**config.mk**
```make
export PLATFORM = sky130hd
export DESIGN_NAME = jacobi_symbol
export DESIGN_NICKNAME = d
export VERILOG_FILES = /design/src/hw/rtl/jac_pkg.sv /design/src/hw/rtl/jac_divider.sv /design/src/hw/rtl/jac_datapath.sv /design/src/hw/rtl/jac_ctrl.sv /design/src/hw/rtl/jacobi_symbol.sv
export SDC_FILE = /design/constraint.sdc
export NUM_CORES = 1
export LEC_CHECK = 0
export ABC_AREA = 1
export BUFFER_PORTS_ARGS = -buffer_cell sky130_fd_sc_hd__buf_2
export CAP_MARGIN = 20
export CORE_MARGIN = 3
export CORE_UTILIZATION = 60
export CTS_CLUSTER_DIAMETER = 60
export DETAILED_ROUTE_END_ITERATION = 8
export PLACE_DENSITY = 0.81
export SETUP_SLACK_MARGIN = 0.05
export SYNTH_ARGS = -nofsm -noshare
export SYNTH_HDL_FRONTEND = slang
export SYNTH_SLANG_ARGS = --single-unit
```
**constraint.sdc**
```tcl
create_clock -name clk -period 8.8 [get_ports clk]
set_input_delay 0 -clock clk [delete_from_list [all_inputs] [get_ports clk]]
set_output_delay 0 -clock clk [all_outputs]
set_load 0.02 [all_outputs]
```
**src/hw/rtl/jac_pkg.sv**
```systemverilog
// ----------------------------------------------------------------------------
// jac_pkg
// Shared widths, reset constants, controller commands and status for the
// Jacobi symbol block.
// ----------------------------------------------------------------------------
package jac_pkg;

    // Datapath width; operands are taken modulo 2^VALUE_WIDTH
    localparam int VALUE_WIDTH = 32;
    localparam int FIELD_WIDTH = 32;
    localparam int CNT_WIDTH   = $clog2(VALUE_WIDTH);
    localparam int ADDR_WIDTH  = 3;

    localparam logic [FIELD_WIDTH-1:0] NUMERATOR_RESET = 32'd821453;

    // Register index of the numerator, decoded from paddr[2]
    localparam logic REG_NUMERATOR = 1'b0;

    typedef logic [VALUE_WIDTH-1:0] value_t;

    // Symbol codes, two's complement
    localparam logic [1:0] SYM_ZERO  = 2'b00;
    localparam logic [1:0] SYM_PLUS  = 2'b01;
    localparam logic [1:0] SYM_MINUS = 2'b11;

    typedef enum logic [2:0] {
        CMD_NONE,
        CMD_LOAD,
        CMD_DIV_START,
        CMD_TAKE_REM,
        CMD_HALVE,
        CMD_SWAP,
        CMD_EMIT
    } jac_cmd_t;

    typedef struct packed {
        logic in_bad;
        logic r_zero;
        logic r_odd;
        logic div_done;
    } jac_status_t;

endpackage

```
**src/hw/rtl/jac_divider.sv**
```systemverilog
// ----------------------------------------------------------------------------
// jac_divider
// Restoring divider, one remainder bit per cycle; returns dividend mod divisor.
// ----------------------------------------------------------------------------
module jac_divider
    import jac_pkg::*;
(
    input  logic   clk,
    input  logic   rst_n,
    input  logic   start,
    input  value_t dividend,
    input  value_t divisor,
    output logic   done,
    output value_t remainder
);

    logic                   busy_reg, busy_next;
    logic                   done_reg, done_next;
    logic [CNT_WIDTH-1:0]   cnt_reg, cnt_next;
    value_t                 rem_reg, rem_next;
    value_t                 dvd_reg, dvd_next;
    value_t                 dvs_reg, dvs_next;
    logic [VALUE_WIDTH:0]   rem_shift;
    logic [VALUE_WIDTH:0]   diff;

    always_comb
    begin
        rem_shift = {rem_reg, dvd_reg[VALUE_WIDTH-1]};
        diff      = rem_shift - {1'b0, dvs_reg};
        busy_next = busy_reg;
        done_next = 1'b0;
        cnt_next  = cnt_reg;
        rem_next  = rem_reg;
        dvd_next  = dvd_reg;
        dvs_next  = dvs_reg;
        if (start)
        begin
            busy_next = 1'b1;
            cnt_next  = '0;
            rem_next  = '0;
            dvd_next  = dividend;
            dvs_next  = divisor;
        end
        else if (busy_reg)
        begin
            // keep the partial remainder below the divisor
            rem_next = diff[VALUE_WIDTH] ? rem_shift[VALUE_WIDTH-1:0]
                                         : diff[VALUE_WIDTH-1:0];
            dvd_next = {dvd_reg[VALUE_WIDTH-2:0], 1'b0};
            cnt_next = cnt_reg + 1'b1;
            if (cnt_reg == CNT_WIDTH'(VALUE_WIDTH - 1))
            begin
                busy_next = 1'b0;
                done_next = 1'b1;
            end
        end
    end

    always_ff @(posedge clk or negedge rst_n)
    begin
        if (!rst_n)
        begin
            busy_reg <= 1'b0;
            done_reg <= 1'b0;
            cnt_reg  <= '0;
        end
        else
        begin
            busy_reg <= busy_next;
            done_reg <= done_next;
            cnt_reg  <= cnt_next;
        end
    end

    always_ff @(posedge clk)
    begin
        rem_reg <= rem_next;
        dvd_reg <= dvd_next;
        dvs_reg <= dvs_next;
    end

    assign done      = done_reg;
    assign remainder = rem_reg;

endmodule

```
**src/hw/rtl/jac_datapath.sv**
```systemverilog
// ----------------------------------------------------------------------------
// jac_datapath
// Remainder, modulus and sign registers, the shared divider and the
// result register.
// ----------------------------------------------------------------------------
module jac_datapath
    import jac_pkg::*;
(
    input  logic                   clk,
    input  logic                   rst_n,
    input  jac_cmd_t               cmd,
    input  logic [FIELD_WIDTH-1:0] numerator,
    input  logic [FIELD_WIDTH-1:0] odd_modulus,
    output jac_status_t            status,
    output logic [1:0]             symbol_value,
    output logic                   bad_modulus
);

    value_t     r_reg, r_next;
    value_t     m_reg, m_next;
    logic       neg_reg, neg_next;
    logic       bad_reg, bad_next;
    logic [1:0] sym_reg, sym_next;
    logic       bad_out_reg, bad_out_next;
    value_t     modulus_in;
    value_t     div_rem;
    logic       div_done;
    logic [1:0] sym_final;

    assign modulus_in = value_t'(odd_modulus);

    jac_divider u_divider (
        .clk       (clk),
        .rst_n     (rst_n),
        .start     (cmd == CMD_DIV_START),
        .dividend  (r_reg),
        .divisor   (m_reg),
        .done      (div_done),
        .remainder (div_rem)
    );

    // symbol stands only when the final modulus is one
    always_comb
    begin
        if (m_reg == value_t'(1))
            sym_final = neg_reg ? SYM_MINUS : SYM_PLUS;
        else
            sym_final = SYM_ZERO;
    end

    always_comb
    begin
        r_next       = r_reg;
        m_next       = m_reg;
        neg_next     = neg_reg;
        bad_next     = bad_reg;
        sym_next     = sym_reg;
        bad_out_next = bad_out_reg;
        case (cmd)
            CMD_LOAD:
            begin
                r_next   = value_t'(numerator);
                m_next   = modulus_in;
                neg_next = 1'b0;
                bad_next = ~modulus_in[0];
            end
            CMD_TAKE_REM:
            begin
                r_next = div_rem;
            end
            CMD_HALVE:
            begin
                r_next = r_reg >> 1;
                if (m_reg[2:0] == 3'd3 || m_reg[2:0] == 3'd5)
                    neg_next = ~neg_reg;
            end
            CMD_SWAP:
            begin
                r_next = m_reg;
                m_next = r_reg;
                if (r_reg[1:0] == 2'd3 && m_reg[1:0] == 2'd3)
                    neg_next = ~neg_reg;
            end
            CMD_EMIT:
            begin
                sym_next     = bad_reg ? SYM_ZERO : sym_final;
                bad_out_next = bad_reg;
            end
            default:
            begin
            end
        endcase
    end

    always_ff @(posedge clk)
    begin
        r_reg       <= r_next;
        m_reg       <= m_next;
        neg_reg     <= neg_next;
        bad_reg     <= bad_next;
        sym_reg     <= sym_next;
        bad_out_reg <= bad_out_next;
    end

    assign status.in_bad   = ~modulus_in[0];
    assign status.r_zero   = (r_reg == '0);
    assign status.r_odd    = r_reg[0];
    assign status.div_done = div_done;

    assign symbol_value = sym_reg;
    assign bad_modulus  = bad_out_reg;

endmodule

```
**src/hw/rtl/jac_ctrl.sv**
```systemverilog
// ----------------------------------------------------------------------------
// jac_ctrl
// Sequencer for the reduce / strip / swap loop and the output handshake.
// ----------------------------------------------------------------------------
module jac_ctrl
    import jac_pkg::*;
(
    input  logic        clk,
    input  logic        rst_n,
    input  logic        in_valid,
    output logic        in_stall,
    output logic        out_valid,
    input  logic        out_stall,
    input  jac_status_t status,
    output jac_cmd_t    cmd
);

    typedef enum logic [2:0] {
        S_IDLE,
        S_START,
        S_DIVIDE,
        S_REDUCE,
        S_FINISH
    } state_t;

    state_t state_reg, state_next;
    logic   out_valid_reg, out_valid_next;
    logic   out_free;

    assign out_free = ~out_valid_reg | ~out_stall;

    always_comb
    begin
        state_next     = state_reg;
        out_valid_next = out_valid_reg & out_stall;
        cmd            = CMD_NONE;
        case (state_reg)
            S_IDLE:
            begin
                if (in_valid)
                begin
                    cmd        = CMD_LOAD;
                    state_next = status.in_bad ? S_FINISH : S_START;
                end
            end
            S_START:
            begin
                cmd        = CMD_DIV_START;
                state_next = S_DIVIDE;
            end
            S_DIVIDE:
            begin
                if (status.div_done)
                begin
                    cmd        = CMD_TAKE_REM;
                    state_next = S_REDUCE;
                end
            end
            S_REDUCE:
            begin
                if (status.r_zero)
                    state_next = S_FINISH;
                else if (!status.r_odd)
                    cmd = CMD_HALVE;
                else
                begin
                    cmd        = CMD_SWAP;
                    state_next = S_START;
                end
            end
            S_FINISH:
            begin
                // hold until the output register is free
                if (out_free)
                begin
                    cmd            = CMD_EMIT;
                    out_valid_next = 1'b1;
                    state_next     = S_IDLE;
                end
            end
            default:
            begin
                state_next = S_IDLE;
            end
        endcase
    end

    always_ff @(posedge clk or negedge rst_n)
    begin
        if (!rst_n)
        begin
            state_reg     <= S_IDLE;
            out_valid_reg <= 1'b0;
        end
        else
        begin
            state_reg     <= state_next;
            out_valid_reg <= out_valid_next;
        end
    end

    assign in_stall  = (state_reg != S_IDLE);
    assign out_valid = out_valid_reg;

endmodule

```
**src/hw/rtl/jacobi_symbol.sv**
```systemverilog
// ----------------------------------------------------------------------------
// jacobi_symbol: Jacobi symbol (numerator / odd_modulus), binary algorithm.
// One item at a time. An even or zero modulus skips the reduction and goes
// straight to the result. Otherwise each reduction runs on the shared 32-step
// divider, then factors of two are stripped one at a time and the operands are
// swapped. rst_n clears control state at once.
// ----------------------------------------------------------------------------
module jacobi_symbol
    import jac_pkg::*;
(
    input  logic                   clk,
    input  logic                   rst_n,
    // configuration port
    input  logic                   psel,
    input  logic                   penable,
    input  logic                   pwrite,
    input  logic [ADDR_WIDTH-1:0]  paddr,
    input  logic [31:0]            pwdata,
    output logic [31:0]            prdata,
    output logic                   pready,
    // input channel
    input  logic                   in_valid,
    output logic                   in_stall,
    input  logic [FIELD_WIDTH-1:0] odd_modulus,
    // output channel
    output logic                   out_valid,
    input  logic                   out_stall,
    output logic signed [1:0]      symbol_value,
    output logic                   bad_modulus
);

    logic [FIELD_WIDTH-1:0] numerator_reg, numerator_next;
    logic                   cfg_write;
    jac_cmd_t               cmd;
    jac_status_t            status;
    logic [1:0]             sym_raw;

    // Configuration: a single register, the numerator. Writes land on the
    // access phase; the port never inserts wait states.
    assign pready    = 1'b1;
    assign cfg_write = psel & penable & pwrite & pready;

    always_comb
    begin
        numerator_next = numerator_reg;
        if (cfg_write && paddr[2] == REG_NUMERATOR)
            numerator_next = pwdata;
    end

    always_ff @(posedge clk or negedge rst_n)
    begin
        if (!rst_n)
            numerator_reg <= NUMERATOR_RESET;
        else
            numerator_reg <= numerator_next;
    end

    // Read back the numerator; unmapped addresses read as zero
    assign prdata = (paddr[2] == REG_NUMERATOR) ? numerator_reg : '0;

    // Sequencer: load, divide, strip twos, swap, repeat until the remainder
    // is zero, then hand the result to the output register.
    jac_ctrl u_ctrl (
        .clk       (clk),
        .rst_n     (rst_n),
        .in_valid  (in_valid),
        .in_stall  (in_stall),
        .out_valid (out_valid),
        .out_stall (out_stall),
        .status    (status),
        .cmd       (cmd)
    );

    // Datapath: operand registers, sign, divider and the result register,
    // which lets a new item start while a result still waits downstream.
    jac_datapath u_datapath (
        .clk          (clk),
        .rst_n        (rst_n),
        .cmd          (cmd),
        .numerator    (numerator_reg),
        .odd_modulus  (odd_modulus),
        .status       (status),
        .symbol_value (sym_raw),
        .bad_modulus  (bad_modulus)
    );

    assign symbol_value = sym_raw;

    // A flagged modulus always reports a zero symbol
    a_bad_gives_zero: assert property (@(posedge clk) disable iff (!rst_n)
        (out_valid && bad_modulus) |-> (symbol_value == SYM_ZERO))
        else $error("bad modulus with non-zero symbol");

    // The symbol is never the unused code
    a_symbol_code: assert property (@(posedge clk) disable iff (!rst_n)
        out_valid |-> (symbol_value == SYM_ZERO || symbol_value == SYM_PLUS
                       || symbol_value == SYM_MINUS))
        else $error("illegal symbol code");

    // An accepted item keeps the block busy for the following cycle
    a_busy_after_accept: assert property (@(posedge clk) disable iff (!rst_n)
        (in_valid && !in_stall) |=> in_stall)
        else $error("input not stalled after accept");

    // A stalled result stays offered and its payload holds
    a_out_hold: assert property (@(posedge clk) disable iff (!rst_n)
        (out_valid && out_stall) |=> (out_valid && $stable(symbol_value)
                                      && $stable(bad_modulus)))
        else $error("stalled result changed");

endmodule

```
### After elaboration in Yosys (flattened, before gate mapping)

Index checks and enable logic that the tools add are counted.

* register bits after elaboration: 208

* add/sub/neg operators: 2
* equality and inequality tests: 22
* mux-type cells: 33
* bitwise operators: 10
* reductions and logical operators: 13

Operators with widths (count)
* 32-bit two-way mux: 4
* 32-bit case mux with 4 select lines: 1
* 32-bit case mux with 2 select lines: 1
* 33-bit by 32-bit subtractor with 33-bit output: 1
* 32-bit by 1-bit == test with 1-bit output, second input constant: 1
* 32-bit logical NOT: 1
* 3-bit case mux with 5 select lines: 2
* 3-bit two-way mux: 8
* 3-bit by 2-bit == test with 1-bit output, second input constant: 5
* 3-bit == test, second input constant: 5
* 1-bit two-way mux: 12
* 5-bit two-way mux: 2
* 3-bit by 1-bit == test with 1-bit output, second input constant: 2
* 2-bit by 1-bit inequality test with 1-bit output, second input constant: 3
* 1-bit inverter: 6
* 3-bit nonzero test: 2
* 5-bit by 1-bit adder with 5-bit output, second input constant: 1
* 5-bit == test, second input constant: 1
* 2-bit == test, second input constant: 2
* 2-bit two-way mux: 2
* 2-bit inequality test, second input constant: 2
* 4-bit AND reduction: 1
* 2-bit nonzero test: 2
* 4-bit nonzero test: 1
* 9 further kinds: 12

### Longest topological paths before layout

Gate-level depths: netlist of run 1.

* word-level depth: 7
* depth in mapped cells: 19
* gate-level depth less buffers: 18

### Cells and area by module

A second synthesis of run 1 with hierarchy kept.

* cells, all modules: 1707
* area, all modules: 12366.9 um^2

Modules (own cells, without submodules)
* jac_divider: times used 1, cells each 1029, area each 6884.1 um^2
* jac_datapath: times used 1, cells each 418, area each 3594.7 um^2
* jacobi_symbol: times used 1, cells each 212, area each 1597.8 um^2
* jac_ctrl: times used 1, cells each 48, area each 290.3 um^2

### Worst setup path before layout of run 1

No wires, ideal clock.

* kind: reg2reg
* from: register u_ctrl.state_reg[2]
* to: register u_datapath.u_divider.dvd_reg[0], enable pin
* setup time: 0.409 ns
* arrival: 4.427 ns
* data required time: 8.391 ns
* path slack: 3.963 ns
* stages on the path, launching flop included: 5
* path buffers: 1
* period minus slack after synthesis: 4.837 ns
* cell sequence: dfrtp_1 > nor3_1 > inv_2 > nand2_2 > clkbuf_1

* longest elaborated chain between the ends: 4

Ends and longest elaborated chain
* start: declaration: RTL line jac_ctrl.sv:26 `state_t state_reg, state_next;`
* start signal: assignment: RTL line jac_ctrl.sv:97 `state_reg <= state_next;`
* 3-bit == test, or another cell as far along: RTL line jac_ctrl.sv:37 `case (state_reg)`
* 3-bit case mux with 5 select lines *: RTL line jac_ctrl.sv:37
* 3-bit by 2-bit == test with 1-bit output *: RTL line jac_datapath.sv:35 `.start (cmd == CMD_DIV_START),`
* 2-bit nonzero test (no line) *
* end signal: assignment: RTL line jac_divider.sv:78 `dvd_reg <= dvd_next;`
* end: declaration: RTL line jac_divider.sv:21 `value_t dvd_reg, dvd_next;`

Mark *: on every way between the ends. The rest lies on a longest branch, timed or not.
A chain may end at the register's enable or synchronous reset.

### Worst setup path in the final report of run 1

* from: register u_datapath.u_divider.dvd_reg[31]
* to: register u_datapath.u_divider.rem_reg[12] (netlist: u_datapath.u_divider.remainder[12])

* longest elaborated chain between the ends: 2

Ends and longest elaborated chain
* 33-bit by 32-bit subtractor with 33-bit output: RTL line jac_divider.sv:29 `diff = rem_shift - {1'b0, dvs_reg};`
* 32-bit two-way mux: RTL line jac_divider.sv:47 `rem_next = diff[VALUE_WIDTH] ? rem_shift[VALUE_WIDTH-1:0]`
* end signal: assignment: RTL line jac_divider.sv:77 `rem_reg <= rem_next;`
* end: declaration: RTL line jac_divider.sv:20 `value_t rem_reg, rem_next;`

No other way between the ends.

==> impl_metrics.tcl, run 1 <==
set metrics [dict create \
    cts_buffers 22 \
    drive_gt1_frac 0.115 \
    p_total_w 0.00533 \
    synth-async-reset-ratio 0.207 \
    tritoncts "yes" \
    power_density_nw_per_um2 378 \
    synth-seq-cells 208 \
    initial_core_util 0.614 \
    ff2ff_path_depth 17 \
    dpl.hpwl_um 23100 \
    min_period_ps 2860 \
    yosysWarnings 0 \
    syn-mean-instance-area_sq_um 7.81 \
    synthCells 1534 \
    wl_per_cell_um 18.2 \
    hold_violations 0 \
    vdd_drop_max_uv 291 \
    fp.dieArea_sq_um 21700 \
    slew_violations 0 \
    min_period_over_period 0.326 \
    start_kind "flop" \
    rsz0062_at_grt "no" \
    timing.slew.headroom 0.321 \
    area_delta_synth_final_pct 17.6 \
    num_antenna_cells 0 \
    synth-edff-count 133 \
    whs_ps 219 \
    globalplace.congestion 0.963 \
    worst_pin_slew_ps 1020 \
    status "finished clean" \
    fin_nets 1791 \
    skew_ps 13.5 \
    cp.arrival_ps 3260 \
    path_class "reg2reg" \
    syn_nets 1643 \
    synth_area_leader_cell "edfxtp_1" \
    wirelength_um 35600 \
    antenna_found_initial 0 \
    grt_max_degree 69 \
    cp_max_fo 37 \
    grt_first_pass_wirelength_um 57000 \
    netlist_area_sq_um 12000 \
    core_area_sq_um 19500 \
    fp-row-count 51 \
    synth_ff_type "edfxtp_1" \
    io_buffer_count 108 \
    cp_data_required_time_ps 9200 \
    gr-total-overflow 0 \
    path_clk_slew_ps 60 \
    finalSetupViolCount 0 \
    cts-root-buf "clkbuf_16" \
    max_freq_mhz 349 \
    drc_errors 0 \
    via_per_inst 5.79 \
    cts.path.max_buffers 3 \
    yosysTopAreaCellShare 0.333 \
    stdcell_count 1963 \
    grt_pass1_vias 11000 \
    drt_iter0_drc 1584 \
    end_kind "flop" \
    clock_sinks 208 \
    p_leak_nw 7.02 \
    cts_setup_buffers 0 \
    hp-class "in2async" \
    ys_types 46 \
    cts_max_level 1 \
    vias 11400 \
    ios 112 \
    synth_common_cells "nand2_1, inv_1, nand3_1" \
    fin_setup_tns_ps 0 \
    drt_first_pass_iters 5 \
    drtAntennaViolNets 0 \
    drv_cap 0 \
    insertion_delay_ps 510 \
    dieWidth_um 147 \
    synth_area_leaders "edfxtp_1, nand2_1, inv_1" \
    utilization 0.722 \
    yosysSeqAreaShare 0.477 \
    die_h_um 147 \
    dp_cells 1856 \
    yosysMostFrequentCell "nand2_1" \
    grt_use_total 0.327 \
]
==> layout by cell type (no fill, tap or decap), drive strengths merged, types with 28 or more instances in the layout <==
cell type	instances
dfxtp	32
nand2	405
nor2	133
edfxtp	133
nand3	146
dfrtp	34
a21oi	54
buf	120
dlygate4sd3	67
o21ai	80
ha	34
o2111ai	31
clkbuf	28
inv	274
nand4	42
==> worst paths after layout <==
check	start	end	slack, ps
setup reg to reg	u_datapath.u_divider.dvd_reg[31]$_DFFE_PP_	u_datapath.u_divider.remainder[12]$_SDFFE_PP0P_	5940
min in group clk	penable	numerator_reg[6]$_DFFE_PN1P_	230
max in group asynchronous	rst_n	numerator_reg[4]$_DFFE_PN0P_	7940
hold reg to reg	u_datapath.u_divider.remainder[17]$_SDFFE_PP0P_	u_datapath.u_divider.remainder[17]$_SDFFE_PP0P_	480
setup / recovery	u_datapath.u_divider.dvd_reg[31]$_DFFE_PP_	u_datapath.u_divider.remainder[12]$_SDFFE_PP0P_	5940
hold / removal	rst_n	numerator_reg[20]$_DFFE_PN0P_	220
==> metrics by stage <==
step | setup slack [ps] | area [sq um]
2_1_floorplan | 3960 | 12000
3_3_place_gp | 6030 | 12700
3_5_place_dp | 5990 | 12700
4_1_cts | 5960 | 14100
5_1_grt | 5780 | 14100
6_report | 5940 | 14100
==> metal layers <==
layer,GRT usage,share of wire,routed length (um),vias to the layer above
met1,0.465,0.40,14200,5221
li1,-,-,-,5302
met5,0,0,0,-
met3,0.0453,0.11,3950,103
met2,0.520,0.45,16200,749
met4,0.118,0.038,1360,0
==> cell type report <==
cell class / count / area [sq um]
sequential: 208 / 5720
fill: 1432 / 5430
multi-input combinational: 988 / 4970
timing repair buffer: 187 / 1300
inverter: 275 / 1030
clock buffer: 28 / 624
tap: 265 / 332
clock inverter: 12 / 114
==> kinds of logic after synthesis <==
| group | count (synthesis) | share of synthesized area |
|---|---|---|
| AOI/OAI and AO/OA | 181 | 0.0887 |
| DFF | 208 | 0.477 |
| buffers and inverters | 338 | 0.109 |
| other | 1 | 0.000313 |
| xor gates and xnor gates | 17 | 0.0124 |
| and+or+nand+nor | 754 | 0.274 |
| adders and majority gates | 35 | 0.0372 |
==> power by group <==
| group | internal (W) | switching, W |
|---|---|---|
| Combinational | 0.000853 | 0.00180 |
| Clock | 0.000560 | 0.000384 |
| Sequential | 0.00151 | 0.000221 |
| Total | 0.00293 | 0.00240 |
==> critical path: stages, from the launching register on <==
cell and delay [ps]:
edfxtp_1 360, inv_1 60, ha_1 210, fa_1 420, inv_1 100, nand2_1 60
nand2_1 80, nand3_1 90, nand2_2 130, nand2_1 80, nand2_2 110, nand2_4 80
nand3_4 210, nand2_8 210, inv_4 270, nand2_1 100, nand3_1 80, nand2_1 70
==> repair_timing <==
| item | in CTS | in global routing |
|---|---|---|
| hold buffers | 67 | 0 |
| hold endpoints to repair | 105 | 0 |
| resized for setup | 0 | 0 |
No activity file was read; power rests on OpenSTA's default activity.
==> run 2, diff against run 1 <==
--- a/config.mk
+++ b/config.mk
@@ -9,10 +9,10 @@
 export BUFFER_PORTS_ARGS = -buffer_cell sky130_fd_sc_hd__buf_2
 export CAP_MARGIN = 20
 export CORE_MARGIN = 3
-export CORE_UTILIZATION = 60
+export CORE_UTILIZATION = 54
 export CTS_CLUSTER_DIAMETER = 60
 export DETAILED_ROUTE_END_ITERATION = 8
-export PLACE_DENSITY = 0.81
+export PLACE_DENSITY = 0.77
 export SETUP_SLACK_MARGIN = 0.05
 export SYNTH_ARGS = -nofsm -noshare
 export SYNTH_HDL_FRONTEND = slang
==> constraint.sdc (replaced) <==
create_clock -name clk -period 2.6 [get_ports clk]
set_input_delay 0 -clock clk [delete_from_list [all_inputs] [get_ports clk]]
set_output_delay 0 -clock clk [all_outputs]
set_load 0.02 [all_outputs]
==> run 2 against run 1 <==
Compared with the run above:
- combinational power rose to 3.5 times the previous value
- via count fell by 2.3%
- critical endpoint unchanged
- global-route usage fell by 4.1 points
- critical path type unchanged
- fmax rose by 20%
- hold slack improved by 0.70 ps
- register-to-register slack got worse by 5700 ps
==> impl_metrics.tcl, run 2 (synthesis gave the netlist of run 1 again) <==
set metrics [dict create \
    status "finished clean" \
    busiest_layer "met2" \
    cts.path.max_buffers 3 \
    skew_ps 27.2 \
    drive_gt1_frac 0.123 \
    grt_pass1_vias 10700 \
    hp-class "in2reg" \
    num_antenna_cells 0 \
    hold_violations 0 \
    drc_errors 0 \
    antenna_found_initial 0 \
    cp_max_fo 13 \
    grt_use_met1 0.409 \
    drv_cap 0 \
    vdd_drop_max_uv 1010 \
    fin_nets 1806 \
    globalplace.congestion 0.922 \
    wirelength_um 34700 \
    clock_sinks 208 \
    final_common_cell "nand2_1" \
    min_period_over_period 0.915 \
    rsz0062_at_grt "no" \
    tritoncts "yes" \
    pre_cts_ws_ps 190 \
    mostFrequentLayoutCells "nand2_1, inv_1, nand3_1, edfxtp_1, nor2_1" \
    fp-row-count 53 \
    cts-root-buf "clkbuf_16" \
    drt_first_pass_iters 5 \
    cp.arrival_ps 2790 \
    max_freq_mhz 420 \
    finalSetupViolCount 0 \
    fin_setup_tns_ps 0 \
    timing.slew.headroom 0.344 \
    fill_cells 1718 \
    cts_max_level 1 \
    initial_core_util 0.559 \
    p_leak_nw 7.08 \
    worst_pin_slew_ps 983 \
    wl_per_cell_um 17.4 \
    whs_ps 220 \
    end_kind "flop" \
    grt_max_degree 66 \
    fp.dieArea_sq_um 24000 \
    io_buffer_count 108 \
    gr-total-overflow 0 \
    dpl.hpwl_um 24300 \
    slew_violations 0 \
    cp_data_required_time_ps 3010 \
    grt_util_met3 0.0384 \
    ios 112 \
    dieWidth_um 155 \
    setup_ws_ps 220 \
    path_class "reg2reg" \
    core_area_sq_um 21400 \
    min_period_ps 2380 \
    use_met2 0.461 \
    insertion_delay_ps 520 \
    die_h_um 155 \
    drt_iter0_drc 1255 \
    cts_buffers 20 \
    power_density_nw_per_um2 1260 \
    grt_first_pass_wirelength_um 55600 \
    drtAntennaViolNets 0 \
    vias 11100 \
    path_clk_slew_ps 70 \
    via_per_inst 5.60 \
    grt_use_total 0.287 \
    start_kind "flop" \
    area_delta_synth_final_pct 18.5 \
]
run 2: final cells by class:
type / instances / area (sq um) / area share
clock buffers: 27 / 579 / 0.0408
clock inverters: 9 / 62.6 / 0.00441
inverters: 275 / 1030 / 0.0729
multi-input cells: 990 / 5010 / 0.353
flip-flops and latches: 208 / 5720 / 0.403
well taps: 275 / 344 / 0.0242
repair buffers: 202 / 1450 / 0.102
run 2: report_power, final:
group          internal (W)  switching, W  leakage [nW]
sequential          0.00512      0.000750          2.04
clock               0.00158       0.00125         0.311
combinational       0.00313       0.00612          4.73
run 2: timing repair:
item | CTS | global route
setup endpoints to repair | 0 | 27
hold endpoints to repair | 107 | 0
resized for setup | 0 | 5
hold buffers | 67 | 0
setup buffers | 0 | 2
run 2: metal layers:
layer  vias up  share of wire
li1       5335              -
met1      5057           0.42
met2       651           0.46
met3        73          0.094
met4         0          0.029
met5         -              0
run 2: worst max-delay path, cell delays in order (launching register included):
cell      delay, ps
edfxtp_1        320
inv_1            50
ha_1            240
fa_2            370
inv_2            80
nand2_1          50
nand2_1          80
nand3_1          80
nand2_2         100
nand2_1          60
nand2_2         100
nand2_4          80
nand3_4         140
nand2_8         100
inv_4           190
nand2_1          90
nand3_1          90
nand2_1          70
run 2: through the flow:
stage | instance area, sq um | std cells | total power, W | utilization
floorplan | 12000 | 1534 | 0.0122 | -
global placement | 12800 | 1879 | 0.0145 | 0.599
detailed placement | 12800 | 1879 | 0.0147 | 0.599
CTS | 14100 | 1982 | 0.0176 | 0.660
global route | 14200 | 1986 | 0.0194 | 0.663
finish | 14200 | 1986 | 0.0180 | 0.663
run 2: worst paths after layout:
kind                                                                 start                                         endpoint  slack (ps)  cells past startpoint
setup / recovery                u_datapath.u_divider.dvd_reg[31]$_DFFE_PP_  u_datapath.u_divider.remainder[12]$_SDFFE_PP0P_         220                     17
hold / removal                                                     penable                    numerator_reg[15]$_DFFE_PN1P_         220                      5
setup reg to reg                u_datapath.u_divider.dvd_reg[31]$_DFFE_PP_  u_datapath.u_divider.remainder[12]$_SDFFE_PP0P_         220                     17
hold reg to reg            u_datapath.u_divider.remainder[30]$_SDFFE_PP0P_  u_datapath.u_divider.remainder[30]$_SDFFE_PP0P_         480                      2
max in group asynchronous                                            rst_n                  u_ctrl.state_reg[2]$_DFFE_PN0P_        1760                      2
min in group asynchronous                                            rst_n                    numerator_reg[21]$_DFFE_PN0P_         230                      2
==> run 3, diff against run 2 <==
--- a/config.mk
+++ b/config.mk
@@ -9,11 +9,13 @@
 export BUFFER_PORTS_ARGS = -buffer_cell sky130_fd_sc_hd__buf_2
 export CAP_MARGIN = 20
 export CORE_MARGIN = 3
-export CORE_UTILIZATION = 54
+export CORE_UTILIZATION = 55
 export CTS_CLUSTER_DIAMETER = 60
 export DETAILED_ROUTE_END_ITERATION = 8
-export PLACE_DENSITY = 0.77
+export PLACE_DENSITY = 0.78
 export SETUP_SLACK_MARGIN = 0.05
+export SKIP_LAST_GASP = 1
 export SYNTH_ARGS = -nofsm -noshare
 export SYNTH_HDL_FRONTEND = slang
+export SYNTH_HIERARCHICAL = 1
 export SYNTH_SLANG_ARGS = --single-unit
==> constraint.sdc (replaced) <==
create_clock -name clk -period 2.6 [get_ports clk]
set_input_delay 0 -clock clk [delete_from_list [all_inputs] [get_ports clk]]
set_output_delay 0 -clock clk [all_outputs]
set_load 0.1 [all_outputs]
==> run 3 against run 2 <==
Compared with the run above:
- non-clock buffer count rose by 55
- synthesized cell count is 11% higher
- die area is 1.3% higher
- global-route usage up 0.80 points
- wire length grew 10%
- register-to-register slack lost 190 ps
- sequential power grew 13%
- hold slack worse by 160 ps
- sequential share of layout area fell by 3.9 points
- fmax is 7.4% lower
- cell area rose by 11%
- setup slack got worse by 190 ps
- critical path type unchanged
- critical endpoint is now u_datapath/u_divider/dvd_reg[28]$_DFFE_PP_
==> impl_metrics.tcl, run 3 <==
set metrics [dict create \
    status "finished clean" \
    fp-row-count 54 \
    grt_max_degree 44 \
    final_common_cell "nand2_1" \
    cts_buffers 24 \
    crit_end "u_datapath/u_divider/dvd_reg[28]$_DFFE_PP_" \
    clock_sinks 208 \
    cp.arrival_ps 2840 \
    rsz0062_at_grt "yes" \
    min_period_over_period 0.989 \
    hp-class "in2reg" \
    synthXorXnorAreaFrac 0.0106 \
    drive_gt1_frac 0.155 \
    yosysSeqAreaShare 0.463 \
    fin_nets 2047 \
    wirelength_um 38200 \
    worst_pin_slew_ps 910 \
    synth_ff_type "edfxtp_1" \
    yosysTopAreaCellShare 0.323 \
    muxShareOfSynthArea 0 \
    route.met2.wl_um 17900 \
    fill_cells 1569 \
    rr_endpoint "u_datapath/u_divider/dvd_reg[28]$_DFFE_PP_" \
    mostFrequentLayoutCells "nand2_1, inv_1, edfxtp_1, buf_2, nor2_1" \
    synth_common_cells "nand2_1, inv_1, edfxtp_1" \
    p_total_w 0.0240 \
    power_density_nw_per_um2 1530 \
    slew_violations 0 \
    start_kind "flop" \
    syn_nets 1816 \
    final_area_sq_um 15700 \
    area_delta_synth_final_pct 27.0 \
    gr-total-overflow 0 \
    utilization 0.715 \
    cts_max_level 1 \
    yosysMostFrequentCell "nand2_1" \
    critPathLaunch "u_datapath/r_reg[7]$_DFFE_PP_" \
    via_per_inst 5.43 \
    synth-seq-cells 208 \
    path_class "reg2reg" \
    wl_per_cell_um 17.1 \
    finalSetupViolCount 0 \
    ff2ff_path_depth 13 \
    stdcell_count 2236 \
    synth_area_leaders "edfxtp_1, nand2_1, inv_1" \
    highest_layer "met4" \
    r2r_setup_slack_ps 30 \
    netlist_area_sq_um 12400 \
    ios 112 \
    wl_met1_um 15600 \
    cp_data_required_time_ps 2870 \
    die_h_um 156 \
    dp_cells 2075 \
    drt_iter0_drc 1405 \
    place_area_sq_um 13400 \
    path_clk_slew_ps 60 \
    grt_first_pass_wirelength_um 57900 \
    synthAdderAreaFrac 0.0360 \
    drtAntennaViolNets 0 \
    fp.dieArea_sq_um 24300 \
    antenna_found_initial 0 \
    synth-edff-count 133 \
    synthSimpleGateAreaFrac 0.348 \
    drt_first_pass_iters 8 \
    insertion_delay_ps 530 \
    hold_violations 0 \
    ys_types 42 \
    min_period_ps 2570 \
    syn-mean-instance-area_sq_um 7.24 \
    drc_errors 0 \
    tritoncts "yes" \
    dieWidth_um 156 \
    cp_max_fo 32 \
    cts-root-buf "clkbuf_16" \
    vias 12100 \
    dpl.hpwl_um 23700 \
    end_kind "flop" \
    core_area_sq_um 22000 \
    synth_top_family_by_area "simple AND/OR/NAND/NOR gates" \
    yosysWarnings 6 \
    grt_use_total 0.295 \
    p_leak_nw 8.02 \
    vdd_drop_max_uv 763 \
    globalplace.congestion 0.968 \
    timing.slew.headroom 0.393 \
    wl_met3_um 3770 \
    drv_cap 0 \
    synth-async-reset-ratio 0.207 \
    max_freq_mhz 389 \
    skew_ps 20.7 \
    cts.path.max_buffers 3 \
    synthCells 1707 \
    io_buffer_count 108 \
    initial_core_util 0.563 \
    num_antenna_cells 0 \
    synth_area_leader_cell "edfxtp_1" \
    reg2reg_from "u_datapath/r_reg[7]$_DFFE_PP_" \
    synth_compound_area_frac 0.0278 \
    grt_pass1_vias 11300 \
]
-- run 3: cell types whose count changed after synthesis, sizes merged, moves of 4 or more --
cell	before	now
nand2	405	738
nand3	146	104
o21ai	80	41
a21oi	54	19
clkbuf	46	14
o2111ai	31	0
buf	17	38
inv	274	295
nor2	133	118
nor3	9	20
nor4	10	1
o21bai	8	1
and2	1	5
-- run 3: critical path, cell delays in order (launching register included) --
cell	delay, ps
edfxtp_1	450
inv_2	90
nand4_1	180
nor2_2	210
nand2_2	90
nor2_4	100
inv_2	50
nand3_2	60
o211ai_1	190
nor3_4	410
buf_12	190
inv_6	110
nand2_1	100
nand2_1	60
-- run 3: timing repair --
action / 4_1_cts / 5_1_grt
hold buffers: 87 / 0
gates cloned: 1 / 9
setup endpoints to repair: 37 / 257
resized for setup: 4 / 51
hold endpoints to repair: 102 / 0
pin swaps: 0 / 15
buffers inserted: 0 / 20
-- run 3: routing by layer --
metal / up-vias / GRT usage
met5: - / 0
met4: 0 / 0.0660
met3: 76 / 0.0391
met2: 723 / 0.478
met1: 5578 / 0.426
li1: 5758 / -
-- run 3: how the worst min path moves through the flow --
| stage | start | endpoint | depth (start not counted) |
|---|---|---|---|
| floorplan | rst_n | numerator_reg[10]$_DFFE_PN0P_ | 0 |
| global route | psel | numerator_reg[25]$_DFFE_PN0P_ | 5 |
| detailed placement | rst_n | numerator_reg[29]$_DFFE_PN0P_ | 1 |
| CTS | psel | numerator_reg[5]$_DFFE_PN0P_ | 5 |
| global placement | rst_n | numerator_reg[29]$_DFFE_PN0P_ | 1 |
| finish | psel | numerator_reg[29]$_DFFE_PN0P_ | 5 |
-- run 3: cell type report --
cell class | instances | area, sq um | share of cell area
Inverter | 295 | 1120 | 0.0714
Multi-Input combinational cell | 1152 | 5480 | 0.349
Clock inverter | 11 | 130 | 0.00828
Timing Repair Buffer | 257 | 2220 | 0.141
Tap cell | 280 | 350 | 0.0223
Clock buffer | 33 | 689 | 0.0439
Sequential cell | 208 | 5730 | 0.364
-- run 3: cell families after synthesis --
kind of cell,count (synthesis)
buffers and inverters,347
adder cells (fa/ha/maj),35
AND/OR/NAND/NOR,1035
flip-flops,208
XOR/XNOR,15
other,1
AO/OA/AOI/OAI,66
-- run 3: stage by stage --
step           hold slack, ps  setup TNS [ps]  worst slack (ps)
2_1_floorplan            -296          -39480              -412
6_report                 61.5               0              29.4
3_3_place_gp              152               0              45.0
3_5_place_dp              162           -12.1             -12.1
4_1_cts                0.0301               0              63.4
5_1_grt                  77.8           -2400             -66.5
-- run 3: report_power, final --
part | switching (W) | internal, W | leakage, nW
clock | 0.00138 | 0.00207 | 0.400
combinational | 0.00894 | 0.00493 | 5.53
sequential | 0.00109 | 0.00556 | 2.09
